$ cat src/sv/cpg_pkg.sv
// ---------------------------------------------------------------------------
// cpg_pkg
// Shared types and constants for the circle point generator.
// ---------------------------------------------------------------------------
package cpg_pkg;

    localparam int OCTANT_DEPTH = 1024;
    localparam int ADDR_W       = $clog2(OCTANT_DEPTH);
    localparam int CNT_W        = $clog2(OCTANT_DEPTH + 1);
    localparam int FULL_W       = CNT_W + 3;
    localparam int COORD_W      = 10;
    localparam int ENTRY_W      = 2 * COORD_W;
    localparam int IDX_W        = 16;
    localparam int DATA_W       = 32;
    localparam int PADDR_W      = 4;

    localparam logic [1:0] KIND_BUILD  = 2'd0;
    localparam logic [1:0] KIND_FULL   = 2'd1;
    localparam logic [1:0] KIND_OCTANT = 2'd2;

    localparam logic [1:0] STATUS_OK        = 2'd0;
    localparam logic [1:0] STATUS_RANGE     = 2'd1;
    localparam logic [1:0] STATUS_NOT_BUILT = 2'd2;

    localparam logic [1:0] REG_CENTER_X = 2'd0;
    localparam logic [1:0] REG_CENTER_Y = 2'd1;
    localparam logic [1:0] REG_RADIUS   = 2'd2;

    typedef struct packed {
        logic [DATA_W-1:0]  center_x;
        logic [DATA_W-1:0]  center_y;
        logic [COORD_W-1:0] radius;
    } cfg_t;

    typedef struct packed {
        logic             done;
        logic [IDX_W-1:0] quot;
        logic [CNT_W-1:0] rem;
    } div_res_t;

endpackage

$ cat src/sv/cpg_regs.sv
// ---------------------------------------------------------------------------
// cpg_regs
// Configuration registers behind the APB-style port.
// ---------------------------------------------------------------------------
module cpg_regs
    import cpg_pkg::*;
(
    input  logic               clk,
    input  logic               rst_n,
    input  logic               psel,
    input  logic               penable,
    input  logic               pwrite,
    input  logic [PADDR_W-1:0] paddr,
    input  logic [DATA_W-1:0]  pwdata,
    output logic [DATA_W-1:0]  prdata,
    output logic               pready,
    output cfg_t               cfg
);

    logic [DATA_W-1:0]  center_x_reg;
    logic [DATA_W-1:0]  center_y_reg;
    logic [COORD_W-1:0] radius_reg;
    logic               wr_en;
    logic [1:0]         reg_idx;

    assign pready  = 1'b1;
    assign wr_en   = psel && penable && pwrite && pready;
    assign reg_idx = paddr[PADDR_W-1:2];

    always_ff @(posedge clk or negedge rst_n)
    begin
        if (!rst_n)
        begin
            center_x_reg <= '0;
            center_y_reg <= '0;
            radius_reg   <= '0;
        end
        else if (wr_en)
        begin
            unique case (reg_idx)
                REG_CENTER_X: center_x_reg <= pwdata;
                REG_CENTER_Y: center_y_reg <= pwdata;
                REG_RADIUS:   radius_reg   <= pwdata[COORD_W-1:0];
                default:      ;
            endcase
        end
    end

    always_comb
    begin
        unique case (reg_idx)
            REG_CENTER_X: prdata = center_x_reg;
            REG_CENTER_Y: prdata = center_y_reg;
            REG_RADIUS:   prdata = {{(DATA_W-COORD_W){1'b0}}, radius_reg};
            default:      prdata = '0;
        endcase
    end

    assign cfg.center_x = center_x_reg;
    assign cfg.center_y = center_y_reg;
    assign cfg.radius   = radius_reg;

endmodule

$ cat config.mk
export PLATFORM = sky130hd
export DESIGN_NAME = cpg_regs
export DESIGN_NICKNAME = d
export VERILOG_FILES = /design/src/sv/cpg_pkg.sv /design/src/sv/cpg_regs.sv
export SDC_FILE = /design/constraint.sdc
export NUM_CORES = 1
export LEC_CHECK = 0
export BUFFER_PORTS_ARGS = -buffer_cell sky130_fd_sc_hd__buf_4
export CAP_MARGIN = 10
export CORE_MARGIN = 10
export CORE_UTILIZATION = 50
export CTS_BUF_LIST = sky130_fd_sc_hd__clkbuf_4
export DETAILED_ROUTE_END_ITERATION = 10
export PLACE_DENSITY = 0.82
export SLEW_MARGIN = 10
export SYNTH_ARGS = -nofsm -noshare
export SYNTH_HDL_FRONTEND = slang
export SYNTH_SLANG_ARGS = --single-unit
$ cat constraint.sdc
create_clock -name clk -period 1.55 [get_ports clk]
set_input_delay 0.155 -clock clk [delete_from_list [all_inputs] [get_ports clk]]
set_output_delay 0.155 -clock clk [all_outputs]
set_load 0.05 [all_outputs]
==> impl_metrics.csv <==
group,metric,value,unit
worst_setup_path,crit_required,1.39,ns
yosys,avgSynthCellArea,14.0,sq um
global_route,grt_max_degree,40,
pwr,powerDensity,1580,nW/um^2
cts,cts_max_level,3,
place,port_buffers,144,
cts,root_buffer,"clkbuf_4",
place,place_ws,-0.144,ns
yosys,synthArstFlopShare,100,%
floorplanning,fp.dieH,103,um
cells_and_area,n_fill_cell,442,
place,postPlaceCellArea,4750,sq um
run,max-cap-violations,0,
yosys,yosysSeqAreaShare,53.9,%
pwr,p_leak,2.66,nW
worst_setup_path,cp_max_fo,3,
worst_setup_path,startpoint_type,"register",
timing,fmax,691,MHz
yosys,synth.most_common_cell,"dfrtp_1",
cts,tritoncts,"built",
detailed_routing,drt_iter0_drc,37,
worst_setup_path,r2r_setup_slack,0.72,ns
cells_and_area,layout-drive-gt1-share,64.2,%
timing,setup_slack,0.103,ns
cts,cts_made_buffers,9,
pwr,ir_worst_vdd,0.000958,V
cells_and_area,diodes,0,
yosys,synth-edff-count,0,
place,hpwl,7380,um
detailed_routing,wirelength,10400,um
yosys,synth_flop_cell,"dfrtp_1",
timing,finalHoldWorstSlack,0.213,ns
yosys,syn_inst,246,
floorplanning,die_w,103,um
timing,report.final.slew_viol_count,0,
timing,finalHoldViolCount,0,
timing,skew,0,ns
cells_and_area,final_util,77.5,%
global_route,grt_pass1_vias,3002,
detailed_routing,num_vias,2670,
cells_and_area,nets,469,
timing,setup_violations,0,
yosys,ys_top_cells_by_count,"74 x dfrtp_1, 42 x mux2_2, 32 x mux2i_1",
cts,clock_sinks,74,
yosys,syn_nets,287,
floorplanning,ios,148,
cells_and_area,area_growth,52.2,%
worst_setup_path,r2r-start,"center_x_reg[21]",
detailed_routing,drtAntennaViolNets,0,
outcome,status,"complete, no violations",
yosys,synth.distinct_cells,18,
detailed_routing,wl_per_cell,20.3,um
yosys,yosys.area.top_type,"dfrtp_1",
place,place_congestion,0.753,
cts,cts_setup_buffers,0,
cts,clockBufferDepth,2,
cells_and_area,multi_input_area,1590,sq um
global_route,grt_pass1_wl,16500,um
floorplanning,row_count,30,
yosys,ys_top_cells_by_area,"dfrtp_1 54%, mux2_2 14%, mux2_4 13%, mux2i_1 9.3%, nor2_1 2.4%",
yosys,synth_area,3440,sq um
yosys,ys_ff_latch,74,
cells_and_area,design_area,5230,sq um
hold_path,min_path_type,"input port to async pin",
worst_setup_path,end_kind,"output pin",
global_route,gr-total-overflow,0,
detailed_routing,drc,0,
worst_setup_path,r2r_cells,1,
detailed_routing,first_pass_iters,4,
worst_setup_path,worstPathArrival,1.29,ns
cts,clock_latency,0.41,ns
cells_and_area,layout.cells.non_filler,513,
place,dp.cells,464,
pwr,power,8.25,mW
timing,fin_crit_sh,93.4,%
cts,clk_pin_slew,0.13,ns
global_route,antenna_found_initial,0,
cells_and_area,register_area,1850,sq um
floorplanning,dieArea,10600,sq um
yosys,synth.yosys.warnings,0,
timing,rsz0062_at_grt,"no",
timing,finalSetupTns,0,ns
floorplanning,start_util,50.9,%
global_route,grt_usage,20.1,%
detailed_routing,drt-vias-per-instance,5.20,
worst_setup_path,path_class,"register to output pin",
floorplanning,core_area,6760,sq um
yosys,synth_top_area_share,53.9,%
timing,finalCriticalPeriod,1.45,ns
worst_setup_path,reg2reg_to,"center_x_reg[21]",
[area by class of cell]
type | instances | area share [%]
multi-input combinational | 154 | 30.3
clock buffer | 10 | 1.43
timing repair buffer | 189 | 29.9
clock inverter | 6 | 1.10
sequential | 74 | 35.4
tap | 80 | 1.91
[worst max path at each step]
| stage | from | to | slack (ns) | depth (start not counted) |
|---|---|---|---|---|
| CTS | paddr[3] | prdata[3] | 0.04 | 7 |
| global route | center_y_reg[17] | prdata[17] | 0.007 | 3 |
| finish | center_y_reg[4] | prdata[4] | 0.10 | 3 |
| global placement | paddr[3] | prdata[1] | -0.09 | 7 |
| detailed placement | paddr[3] | prdata[3] | -0.14 | 7 |
| floorplan | center_y_reg[1] | prdata[1] | 0.14 | 2 |
[what timing repair did]
action | 4_1_cts | 5_1_grt
hold endpoints to repair | 148 | 0
hold buffers | 33 | 0
endpoints found under the setup margin | 10 | 11
gates resized for setup | 2 | 2
[layer usage]
metal,share of wire [%],track usage (%),wire length [um]
met1,40,23.2,4210
met2,50,34.2,5160
met3,9.0,6.77,939
met4,0.92,6.84,96
met5,0,0,0
[cells in the final DEF, fill, tap and decap left out]
cell type and instances:
clkinv_1 2, buf_12 5, dfrtp_1 74, bufinv_16 1
buf_4 151, clkinvlp_4 2, mux2i_2 1, nor3b_2 1
conb_1 1, mux2_4 30, or3b_2 1, clkinv_2 1
nor2b_1 1, clkbuf_4 10, mux2i_1 31, dlygate4sd3_1 33
mux2_2 42, o21ai_2 10, nand2_1 10, mux2_1 2
nor3_4 1, nor2_2 22, nand3_1 1
[worst max-delay path: stages (launching register included)]
cell and delay (ns):
dfrtp_1 0.43, mux2i_1 0.19, o21ai_2 0.07, buf_4 0.19
[kinds of logic (layout without fill, tap and decap cells)]
group	after synthesis	in the layout	synth area share, %
simple gates	37	37	4.59
flops	74	74	53.9
compound gates	10	10	1.46
buf+inv	18	205	3.17
mux	106	106	36.8
other cells	1	1	0.109
[power breakdown]
part / internal, mW / total (mW) / switching, mW / leakage [nW]
Combinational: 1.46 / 4.30 / 2.84 / 1.68
Clock: 0.497 / 1.17 / 0.668 / 0.0675
Sequential: 2.38 / 2.79 / 0.412 / 0.907
Note: power is estimated with default switching activity, not from simulation.
