==> src/sv/cpg_pkg.sv <==
// ---------------------------------------------------------------------------
// cpg_pkg
// Shared types and constants for the circle point generator.
// ---------------------------------------------------------------------------
package cpg_pkg;

    localparam int OCTANT_DEPTH = 1024;
    localparam int ADDR_W       = $clog2(OCTANT_DEPTH);
    localparam int CNT_W        = $clog2(OCTANT_DEPTH + 1);
    localparam int FULL_W       = CNT_W + 3;
    localparam int COORD_W      = 10;
    localparam int ENTRY_W      = 2 * COORD_W;
    localparam int IDX_W        = 16;
    localparam int DATA_W       = 32;
    localparam int PADDR_W      = 4;

    localparam logic [1:0] KIND_BUILD  = 2'd0;
    localparam logic [1:0] KIND_FULL   = 2'd1;
    localparam logic [1:0] KIND_OCTANT = 2'd2;

    localparam logic [1:0] STATUS_OK        = 2'd0;
    localparam logic [1:0] STATUS_RANGE     = 2'd1;
    localparam logic [1:0] STATUS_NOT_BUILT = 2'd2;

    localparam logic [1:0] REG_CENTER_X = 2'd0;
    localparam logic [1:0] REG_CENTER_Y = 2'd1;
    localparam logic [1:0] REG_RADIUS   = 2'd2;

    typedef struct packed {
        logic [DATA_W-1:0]  center_x;
        logic [DATA_W-1:0]  center_y;
        logic [COORD_W-1:0] radius;
    } cfg_t;

    typedef struct packed {
        logic             done;
        logic [IDX_W-1:0] quot;
        logic [CNT_W-1:0] rem;
    } div_res_t;

endpackage

==> src/sv/cpg_div.sv <==
// ---------------------------------------------------------------------------
// cpg_div
// Restoring divider, one quotient bit per cycle.
// ---------------------------------------------------------------------------
module cpg_div
    import cpg_pkg::*;
(
    input  logic             clk,
    input  logic             rst_n,
    input  logic             start,
    input  logic [IDX_W-1:0] dividend,
    input  logic [CNT_W-1:0] divisor,
    output div_res_t         res
);

    localparam int STEP_W = $clog2(IDX_W);

    logic [IDX_W-1:0]  quot_reg;
    logic [CNT_W-1:0]  rem_reg;
    logic [STEP_W-1:0] step_reg;
    logic              run_reg;
    logic              done_reg;
    logic [CNT_W:0]    trial;
    logic [CNT_W:0]    diff;
    logic              fits;

    assign trial = {rem_reg, quot_reg[IDX_W-1]};
    assign fits  = trial >= {1'b0, divisor};
    assign diff  = trial - {1'b0, divisor};

    always_ff @(posedge clk or negedge rst_n)
    begin
        if (!rst_n)
        begin
            run_reg  <= 1'b0;
            done_reg <= 1'b0;
            step_reg <= '0;
        end
        else
        begin
            done_reg <= 1'b0;
            if (start)
            begin
                run_reg  <= 1'b1;
                step_reg <= '0;
            end
            else if (run_reg)
            begin
                step_reg <= step_reg + 1'b1;
                if (step_reg == STEP_W'(IDX_W - 1))
                begin
                    run_reg  <= 1'b0;
                    done_reg <= 1'b1;
                end
            end
        end
    end

    always_ff @(posedge clk)
    begin
        if (start)
        begin
            quot_reg <= dividend;
            rem_reg  <= '0;
        end
        else if (run_reg)
        begin
            quot_reg <= {quot_reg[IDX_W-2:0], fits};
            rem_reg  <= fits ? diff[CNT_W-1:0] : trial[CNT_W-1:0];
        end
    end

    assign res.done = done_reg;
    assign res.quot = quot_reg;
    assign res.rem  = rem_reg;

    a_rem_below_divisor: assert property (@(posedge clk) disable iff (!rst_n)
        done_reg && divisor != '0 |-> rem_reg < divisor)
        else $error("Divider remainder not below divisor.");

endmodule

==> config.mk <==
export PLATFORM = sky130hd
export DESIGN_NAME = cpg_div
export DESIGN_NICKNAME = d
export VERILOG_FILES = /design/src/sv/cpg_pkg.sv /design/src/sv/cpg_div.sv
export SDC_FILE = /design/constraint.sdc
export NUM_CORES = 1
export LEC_CHECK = 0
export ABC_AREA = 1
export BUFFER_PORTS_ARGS = -buffer_cell sky130_fd_sc_hd__buf_2
export CAP_MARGIN = 5
export CORE_ASPECT_RATIO = 1.25
export CORE_UTILIZATION = 53
export DETAILED_ROUTE_END_ITERATION = 8
export PLACE_DENSITY = 0.92
export REMOVE_ABC_BUFFERS = 1
export SLEW_MARGIN = 20
export SYNTH_ARGS = -nofsm -noshare
export SYNTH_HDL_FRONTEND = slang
export SYNTH_SLANG_ARGS = --single-unit
==> constraint.sdc <==
create_clock -name clk -period 2.3 [get_ports clk]
set_input_delay 0.23 -clock clk [delete_from_list [all_inputs] [get_ports clk]]
set_output_delay 0.23 -clock clk [all_outputs]
set_load 0.02 [all_outputs]
==> impl_metrics.tcl <==
set metrics [dict create \
    grt_setup_unrepaired "no" \
    hold_viol_final 0 \
    timing.fmax_mhz 481 \
    drt-initial-drc-count 138 \
    synth.avg_cell_area_um2 7.14 \
    final_util_pct 64.7 \
    swShare_pct 46.4 \
    p_seq_share_pct 30.6 \
    core-area_um2 4070 \
    setup_tns_ns 0 \
    outcome "completed" \
    cp-start-kind "register" \
    cp_max_fo 12 \
    layout-drive-gt1-share_pct 22.4 \
    final_common_cell "nand2_1" \
    end_kind "register" \
    worstHoldPathType "in2reg" \
    power_frac_comb_pct 54.2 \
    layout_common_cells "123 x nand2_1, 57 x buf_2, 48 x inv_1, 25 x nand3_1, 16 x edfxtp_1" \
    drc_errors 0 \
    fp.dieH_um 74.7 \
    whs_path_depth 3 \
    start_util_pct 55.2 \
    required_ns 2.35 \
    cp.arrival_ns 2.13 \
    port_buffers 57 \
    synth.distinct_cells 32 \
    leakage_uw 0.00148 \
    grt_pass1_vias 1970 \
    grt_max_degree 21 \
    cts_tree "yes" \
    grt-ovfl-total 0 \
    ys_warn_count 0 \
    finalMaxSlewViolations 0 \
    grt_pass1_wl_um 8210 \
    power_density_nw_per_um2 1060 \
    syn_area_um2 2240 \
    first_pass_iters 4 \
    largest_register_ffs 16 \
    p_switching_uw 1300 \
    boundaryPins 58 \
    seq_area_um2 851 \
    syn_inst 314 \
    ys_ff_latch 33 \
    final_cell_count_no_fill 426 \
    seq_area_frac_synth_pct 37.9 \
    cap_violations 0 \
    final.period_utilization_pct 90.4 \
    die_area_um2 4500 \
    dp_hpwl_um 3860 \
    gp_congestion 0.937 \
    clock_path_buffers 2 \
    fin_nets 412 \
    skew_ns 0.00362 \
    fin_crit_ns 2.08 \
    wirelength_um 5110 \
    fillCellCount 372 \
    p_int_uw 1500 \
    worst_slew_pin_slew_ns 0.847 \
    row_count 26 \
    cts_max_level 2 \
    insertion_delay_ns 0.29 \
    worstSetupPathType "reg2reg" \
    placedCellCount 417 \
    ir_worst_vdd_uv 541 \
    fp.dieW_um 60.2 \
    clockPowerShare_pct 15.3 \
    multi_input_area_um2 1140 \
    timing.slew.headroom_pct 43.3 \
    reg2reg_depth 10 \
    drtAntennaViolNets 0 \
    root_buffer "clkbuf_8" \
    clk_pin_slew_ns 0.07 \
    diodes 0 \
    grt.total_usage_pct 24.5 \
    hold_ws_ns 0.209 \
    antenna_found_initial 0 \
    area_growth_pct 17.3 \
    cts.sinks 33 \
    vias 2170 \
    cts_setup_buffers 0 \
    detail_route.vias_per_cell 5.09 \
    power_uw 2800 \
    numCtsBuffers 5 \
    post_drt_wl_per_cell_um 12.0 \
    setup_viol 0 \
]
## repair_timing
item / CTS / global route
hold endpoints to repair: 6 / 0
endpoints found under the setup margin: 0 / 6
hold buffers: 1 / 0
gates resized for setup: 0 / 1
## through the flow
step / setup WS (ns) / instance area (um2)
floorplan: 0.276 / 2170
global placement: 0.286 / 2530
detailed placement: 0.204 / 2530
CTS: 0.172 / 2630
global route: 0.0241 / 2630
finish: 0.220 / 2630
## power groups by stage
stage          clock network (uW)  logic (uW)  registers (uW)
4_1_cts                       431        1500             856
3_5_place_dp                    0        1490             866
5_1_grt                       456        1680             873
3_3_place_gp                    0        1450             868
2_1_floorplan                   0         990             990
6_report                      427        1520             856
## logic make-up after synthesis
family	after synthesis	share of synthesized area, %
adder cells (fa/ha/maj)	13	7.58
buffers and inverters	61	11.6
AO/OA/AOI/OAI	10	2.40
XOR/XNOR	3	1.17
flip-flops	33	37.9
AND/OR/NAND/NOR	194	39.3
## cell usage after synthesis (all sizes together)
library cell | n | area (um2)
or2 | 1 | 6.26
nand4 | 15 | 109
o21ai | 4 | 20.0
nand3 | 30 | 175
buf | 6 | 50.0
xor2 | 1 | 8.76
dfxtp | 11 | 220
a21oi | 6 | 33.8
nand2 | 129 | 499
xnor2 | 2 | 17.5
edfxtp | 16 | 480
inv | 50 | 188
nor3 | 1 | 5.00
and2 | 1 | 8.76
dfrtp | 6 | 150
ha | 12 | 150
nor4 | 1 | 6.26
nor2 | 16 | 72.6
clkbuf | 5 | 22.5
fa | 1 | 20.0
## per-layer routing
layer	wire, um	GRT usage [%]	vias to the layer above
met5	0	0	-
met3	331	6.19	9
met4	66	8.53	0
li1	-	-	1103
met1	2080	28.8	957
met2	2630	42.9	101
## worst paths after layout
kind                         startpoint            to  slack, ns
min reg2reg                 rem_reg[10]   rem_reg[10]       0.48
max reg2reg                quot_reg[15]   quot_reg[0]       0.22
min in group asynchronous         rst_n   step_reg[0]       0.29
min                        dividend[13]  quot_reg[13]       0.21
max                        quot_reg[15]   quot_reg[0]       0.22
max in group asynchronous         rst_n       run_reg       1.87
## worst max-delay path, stage by stage, from the launching register on
cell	delay (ns)
edfxtp_1	0.38
inv_1	0.09
ha_1	0.19
fa_1	0.22
inv_1	0.06
nand3_1	0.07
nand3_1	0.19
nand2_4	0.23
nand4_4	0.24
nand2_1	0.12
nand2_1	0.05
## cell type report
class | instances | area share [%]
clock buffers | 6 | 2.76
clock inverters | 2 | 0.428
inverters | 50 | 7.13
multi-input cells | 220 | 43.2
flip-flops and latches | 33 | 32.3
well taps | 56 | 2.66
repair buffers | 59 | 11.5
No activity file was read; power rests on OpenSTA's default activity.
